--- src/hdl/qte_pkg.sv ---
// Shared constants, types and helper functions of the quaternion to Euler unit.
package qte_pkg;

   localparam int FRACTION_BITS = 14;
   localparam int ELEM_W        = 16;
   localparam int PROD_W        = 32;
   localparam int CORDIC_STEPS  = 28;
   localparam int SQRT_STAGES   = 32;
   localparam int SQRT_IN_W     = 63;
   localparam int SQRT_OUT_W    = 32;
   localparam int NORM_OUT_W    = 40;
   localparam int CORDIC_W      = 44;
   localparam int ANGLE_W       = 34;
   localparam int ANGLE_FRAC    = 30;
   localparam int OUT_FRAC      = 13;
   localparam int ROLL_W        = 16;
   localparam int PITCH_W       = 15;
   localparam int YAW_W         = 16;
   localparam int IN_DATA_W     = 64;
   localparam int OUT_DATA_W    = 48;
   localparam int ROUND_SHIFT   = ANGLE_FRAC - OUT_FRAC;

   typedef logic signed [ANGLE_W-1:0] angle_type;

   typedef struct packed {
      logic yneg;
      logic xneg;
      logic zero;
   } quad_type;

   localparam angle_type PI_Q30      = 34'sd3373259426;
   localparam angle_type HALF_PI_Q30 = 34'sd1686629713;

   // Width of the signed atan2 operands for a given fraction width.
   function automatic int sum_width(input int fb);
      return ((2 * fb > 33) ? 2 * fb : 33) + 2;
   endfunction

   function automatic int norm_width(input int dw);
      return (dw > 41) ? dw : 41;
   endfunction

   function automatic int norm_stages(input int dw);
      return $clog2(norm_width(dw));
   endfunction

   function automatic int atan_latency(input int dw);
      return norm_stages(dw) + CORDIC_STEPS + 3;
   endfunction

   function automatic angle_type atan_entry(input int i);
      angle_type r;
      unique case (i)
         0:  r = 34'sh3243F6A8;
         1:  r = 34'sh1DAC6705;
         2:  r = 34'sh0FADBAFC;
         3:  r = 34'sh07F56EA6;
         4:  r = 34'sh03FEAB76;
         5:  r = 34'sh01FFD55B;
         6:  r = 34'sh00FFFAAA;
         7:  r = 34'sh007FFF55;
         8:  r = 34'sh003FFFEA;
         9:  r = 34'sh001FFFFD;
         10: r = 34'sh000FFFFF;
         11: r = 34'sh0007FFFF;
         12: r = 34'sh0003FFFF;
         13: r = 34'sh0001FFFF;
         14: r = 34'sh0000FFFF;
         15: r = 34'sh00007FFF;
         16: r = 34'sh00003FFF;
         17: r = 34'sh00001FFF;
         18: r = 34'sh00000FFF;
         19: r = 34'sh000007FF;
         20: r = 34'sh000003FF;
         21: r = 34'sh000001FF;
         22: r = 34'sh000000FF;
         23: r = 34'sh0000007F;
         24: r = 34'sh0000003F;
         25: r = 34'sh0000001F;
         26: r = 34'sh0000000F;
         27: r = 34'sh00000008;
         default: r = '0;
      endcase
      return r;
   endfunction

   // Round a Q30 angle to Q2.13, ties away from zero.
   function automatic logic [ROLL_W-1:0] round_angle(input angle_type a);
      logic [ANGLE_W-1:0] m;
      logic [ANGLE_W-1:0] r;
      m = a[ANGLE_W-1] ? ANGLE_W'(-a) : ANGLE_W'(a);
      r = (m + (ANGLE_W'(1) << (ROUND_SHIFT - 1))) >> ROUND_SHIFT;
      return a[ANGLE_W-1] ? ROLL_W'(-r[ROLL_W-1:0]) : r[ROLL_W-1:0];
   endfunction

endpackage

--- src/hdl/qte_isqrt.sv ---
// Pipelined floor integer square root, one result bit per stage.
module qte_isqrt (
   input  logic                              clock,
   input  logic                              en,
   input  logic [qte_pkg::SQRT_IN_W-1:0]     value_in,
   output logic [qte_pkg::SQRT_OUT_W-1:0]    root_out
);

   localparam int W  = qte_pkg::SQRT_IN_W;
   localparam int ST = qte_pkg::SQRT_STAGES;

   logic [W-1:0] v_ff [ST-1];
   logic [W-1:0] r_ff [ST];

   for (genvar i = 0; i < ST; i++) begin : g_step
      localparam logic [W-1:0] BIT = W'(1) << (W - 1 - 2 * i);
      logic [W-1:0] v_prev, r_prev, trial;
      logic         take;

      if (i == 0) begin : g_first
         assign v_prev = value_in;
         assign r_prev = '0;
      end else begin : g_next
         assign v_prev = v_ff[i-1];
         assign r_prev = r_ff[i];
      end

      assign trial = r_prev + BIT;
      assign take  = (v_prev >= trial);

      if (i < ST - 1) begin : g_rem
         always_ff @(posedge clock) begin
            if (en) begin
               v_ff[i] <= take ? (v_prev - trial) : v_prev;
            end
         end
      end

      always_ff @(posedge clock) begin
         if (en) begin
            r_ff[(i < ST - 1) ? i + 1 : 0] <= take ? ((r_prev >> 1) + BIT) : (r_prev >> 1);
         end
      end
   end

   assign root_out = r_ff[0][qte_pkg::SQRT_OUT_W-1:0];

endmodule

--- config.mk ---
export PLATFORM = sky130hd
export DESIGN_NAME = qte_isqrt
export DESIGN_NICKNAME = d
export VERILOG_FILES = /design/src/hdl/qte_pkg.sv /design/src/hdl/qte_isqrt.sv
export SDC_FILE = /design/constraint.sdc
export NUM_CORES = 2
export LEC_CHECK = 0
export BUFFER_PORTS_ARGS = -buffer_cell sky130_fd_sc_hd__buf_2
export CORE_UTILIZATION = 45
export DETAILED_ROUTE_END_ITERATION = 10
export PLACE_DENSITY = 0.61
export SLEW_MARGIN = 25
export SYNTH_ARGS = -nofsm -noshare
export SYNTH_HDL_FRONTEND = slang
export SYNTH_SLANG_ARGS = --single-unit
--- constraint.sdc ---
create_clock -name clock -period 3.5 [get_ports clock]
set_input_delay 0.7 -clock clock [delete_from_list [all_inputs] [get_ports clock]]
set_output_delay 0.7 -clock clock [all_outputs]
set_load 0.1 [all_outputs]
==> impl_metrics.csv <==
group,metric,value,unit
logic_synthesis,yosys-top-cells-count,"2481 x edfxtp_1, 688 x inv_1, 627 x nand2_1",
cts,cts_made_buffers,278,
finish,nNetsFinal,11093,
power_and_ir_drop,ir_worst_vdd,0.000480,V
power_and_ir_drop,power_leakage,53.1,nW
logic_synthesis,synth-seq-cells,2481,
detailed_routing,drtPass1Iterations,8,
die,die-area,0.268,sq mm
detailed_routing,num_vias,79181,
detailed_routing,wl_per_cell,20.8,um
die,die_y,518,um
sta,worst-slew-pin-transition,1.02,ns
sta,fin_crit_sh,1.01,
die,die_w,518,um
power_and_ir_drop,power_frac_seq,0.444,
detailed_routing,routed_wl,296,mm
critical_path,setup.worst_path.start,"v_ff[28][51]",
cts,clock_sinks,2481,
sta,slew_headroom,0.317,
sta,hold_viol,0,
logic_synthesis,syn_nets,10213,
logic_synthesis,synthCells,9592,
detailed_routing,drc,0,
logic_synthesis,synth_edf_count,2481,
die,rows,188,
power_and_ir_drop,internal-power,65.0,mW
logic_synthesis,ys_types,97,
logic_synthesis,synth_area_leaders,"edfxtp_1 62%, ha_1 5.8%, xnor2_1 3.6%",
critical_path,r2r-start,"v_ff[28][51]",
die,core_area,0.263,sq mm
run_status,status,"finished, violations left",
worst_hold_path,min-delay-start,"en",
sta,drv_slew,0,
sta,fin_ws,-0.0279,ns
cts,insertion_delay,0.84,ns
job,cap_violations,0,
logic_synthesis,yosysSeqAreaShare,0.622,
cts,cts_tree,"done",
cts,clk_pin_slew,0.06,ns
die,ios,97,
power_and_ir_drop,power_density,664,mW/mm^2
place,portBuffers,96,
power_and_ir_drop,clkPwrFrac,0.310,
global_routing,grt_pass1_wl,452,mm
logic_synthesis,ys.flop_type,"edfxtp_1",
place,dp_hpwl,224,mm
run_status,violations,"setup timing",
critical_path,startpoint_type,"register",
global_routing,grt_util_all_layers,0.215,
place,place_congestion,0.931,
power_and_ir_drop,switching_share,0.299,
cts,root_buffer,"clkbuf_16",
logic_synthesis,ys_async_sr_fraction,0,
critical_path,worst_ep_arrival_time,4.10,ns
detailed_routing,routed_via_density,5.58,
detailed_routing,drt_iter0_drc,6999,
detailed_routing,detail-route-antenna-nets,0,
finish,drive_above_1_share,0.138,
sta,min_period,3.53,ns
global_routing,grt_antenna_before_repair,15,
critical_path,cp_max_fo,14,
critical_path,endpoint_kind,"register",
global_routing,first_global_vias,77500,
die,initial_core_util,0.454,
cts,htreeDepth,5,
sta,setup_tns,-0.122,ns
global_routing,grt_overflow_total,0,
power_and_ir_drop,power_frac_comb,0.246,
logic_synthesis,yosysMostFrequentCell,"edfxtp_1",
cts,cts_max_path_buffers,4,
logic_synthesis,syn_area,0.120,sq mm
sta,setup_viol,7,
sta,grt_setup_unrepaired,"true",
finish,area_growth,16.8,%
sta,fin_skew,0.0725,ns
sta,fmax,0.283,GHz
logic_synthesis,syn_area_per_cell,12.5,sq um
global_routing,grt_max_degree,139,
logic_synthesis,yosysTopAreaCell,"edfxtp_1",
finish,utilization,0.531,
power_and_ir_drop,p_sw,27.8,mW
logic_synthesis,synth_top_area_frac,0.622,
critical_path,crit_required,4.08,ns
logic_synthesis,synth_warnings,0,
worst_hold_path,hp-class,"in -> reg",
critical_path,path_class,"reg -> reg",
==> logic make-up after synthesis <==
logic type,count (synthesis),share of synthesized area
other,1,0.0000313
buffers and inverters,909,0.0288
xor gates and xnor gates,857,0.0627
adders and majority gates,556,0.0581
DFF,2481,0.622
AOI/OAI and AO/OA,1917,0.0999
and+or+nand+nor,2796,0.121
muxes,75,0.00695
==> registers in the layout, indices dropped and copies added, names as in the netlist <==
signal,flops
r_ff,528
v_ff,1953
==> power groups by stage <==
stage | sequential (mW) | clock (mW) | combinational [mW]
after floorplan | 40.4 | 0 | 14.8
after global placement | 41.8 | 0 | 21.7
after detailed placement | 41.8 | 0 | 22.0
after CTS | 41.2 | 29.4 | 22.3
after global routing | 41.6 | 30.5 | 25.1
final | 41.2 | 28.7 | 22.8
==> routing by layer <==
| layer | GRT usage | share of wire |
|---|---|---|
| met2 | 0.361 | 0.48 |
| met5 | 0 | 0.000081 |
| met1 | 0.294 | 0.44 |
| met4 | 0.0430 | 0.017 |
| met3 | 0.0354 | 0.061 |
==> area by class of cell <==
type | instances | area (sq um)
Tap cell | 3515 | 4400
Antenna cell | 4 | 10.0
Inverter | 690 | 2590
Clock buffer | 328 | 7290
Multi-Input combinational cell | 6202 | 42800
Clock inverter | 155 | 1630
Sequential cell | 2481 | 74500
Fill cell | 22274 | 124000
Timing Repair Buffer | 819 | 6570
==> placed cells by master, fill, tap and decap left out, types with 27 or more instances in the layout <==
master            n
o21bai_1         71
a211oi_1         37
nand3_1         167
nor4_1          295
o21ai_0         456
or2_2            36
buf_2            95
inv_1           686
nor2_1          609
o21a_1           94
nand3b_1         35
xor2_1          371
nand2_1         625
mux2_2           65
dlygate4sd3_1    63
clkbuf_16       286
edfxtp_1       2481
and3_1           60
o31ai_1          34
nand2b_1        112
nor4b_1          27
nor4_2           27
and2_1           36
clkbuf_1         43
nor2b_1          55
a21oi_1         612
or3_1            87
nor3_1          213
buf_4           617
ha_1            547
bufinv_16        29
or4_1            59
nand4_1         168
buf_12           32
clkinv_2         55
a21o_1          225
a31oi_1          56
o211ai_1         42
clkinv_1         43
xnor2_1         486
==> worst paths after layout <==
kind	to	slack, ns	depth (start not counted)
min	v_ff[15][31]	0.31	1
max reg2reg	v_ff[29][13]	-0.03	9
min reg2reg	v_ff[19][22]	0.42	0
max	v_ff[29][13]	-0.03	9
==> stage by stage <==
step	total power, mW	std cells	cell area, sq um	setup WS, ns	hold WS [ns]
floorplan	55.2	9592	120000	0.101	0.417
global placement	63.5	13612	129000	-0.230	0.422
detailed placement	63.8	13612	129000	-0.284	0.428
CTS	92.9	14167	139000	-0.0651	0.247
global route	97.2	14191	140000	-0.139	0.269
finish	92.8	14194	140000	-0.0279	0.307
==> critical path, stage by stage, from the launching register on <==
cell,delay [ns]
edfxtp_1,0.40
or4_4,0.55
or4_4,0.50
or4_4,0.45
nor3_4,0.17
nand4_1,0.15
or3b_4,0.43
buf_12,0.16
buf_16,0.15
mux2_2,0.28
==> what timing repair did <==
action	in CTS	in global routing
hold endpoints to repair	63	0
buffers inserted	7	23
pin swaps	12	49
gates resized for setup	44	178
hold buffers	63	0
gates cloned	3	1
endpoints found under the setup margin	141	481
(Power assumes the default switching activity.)
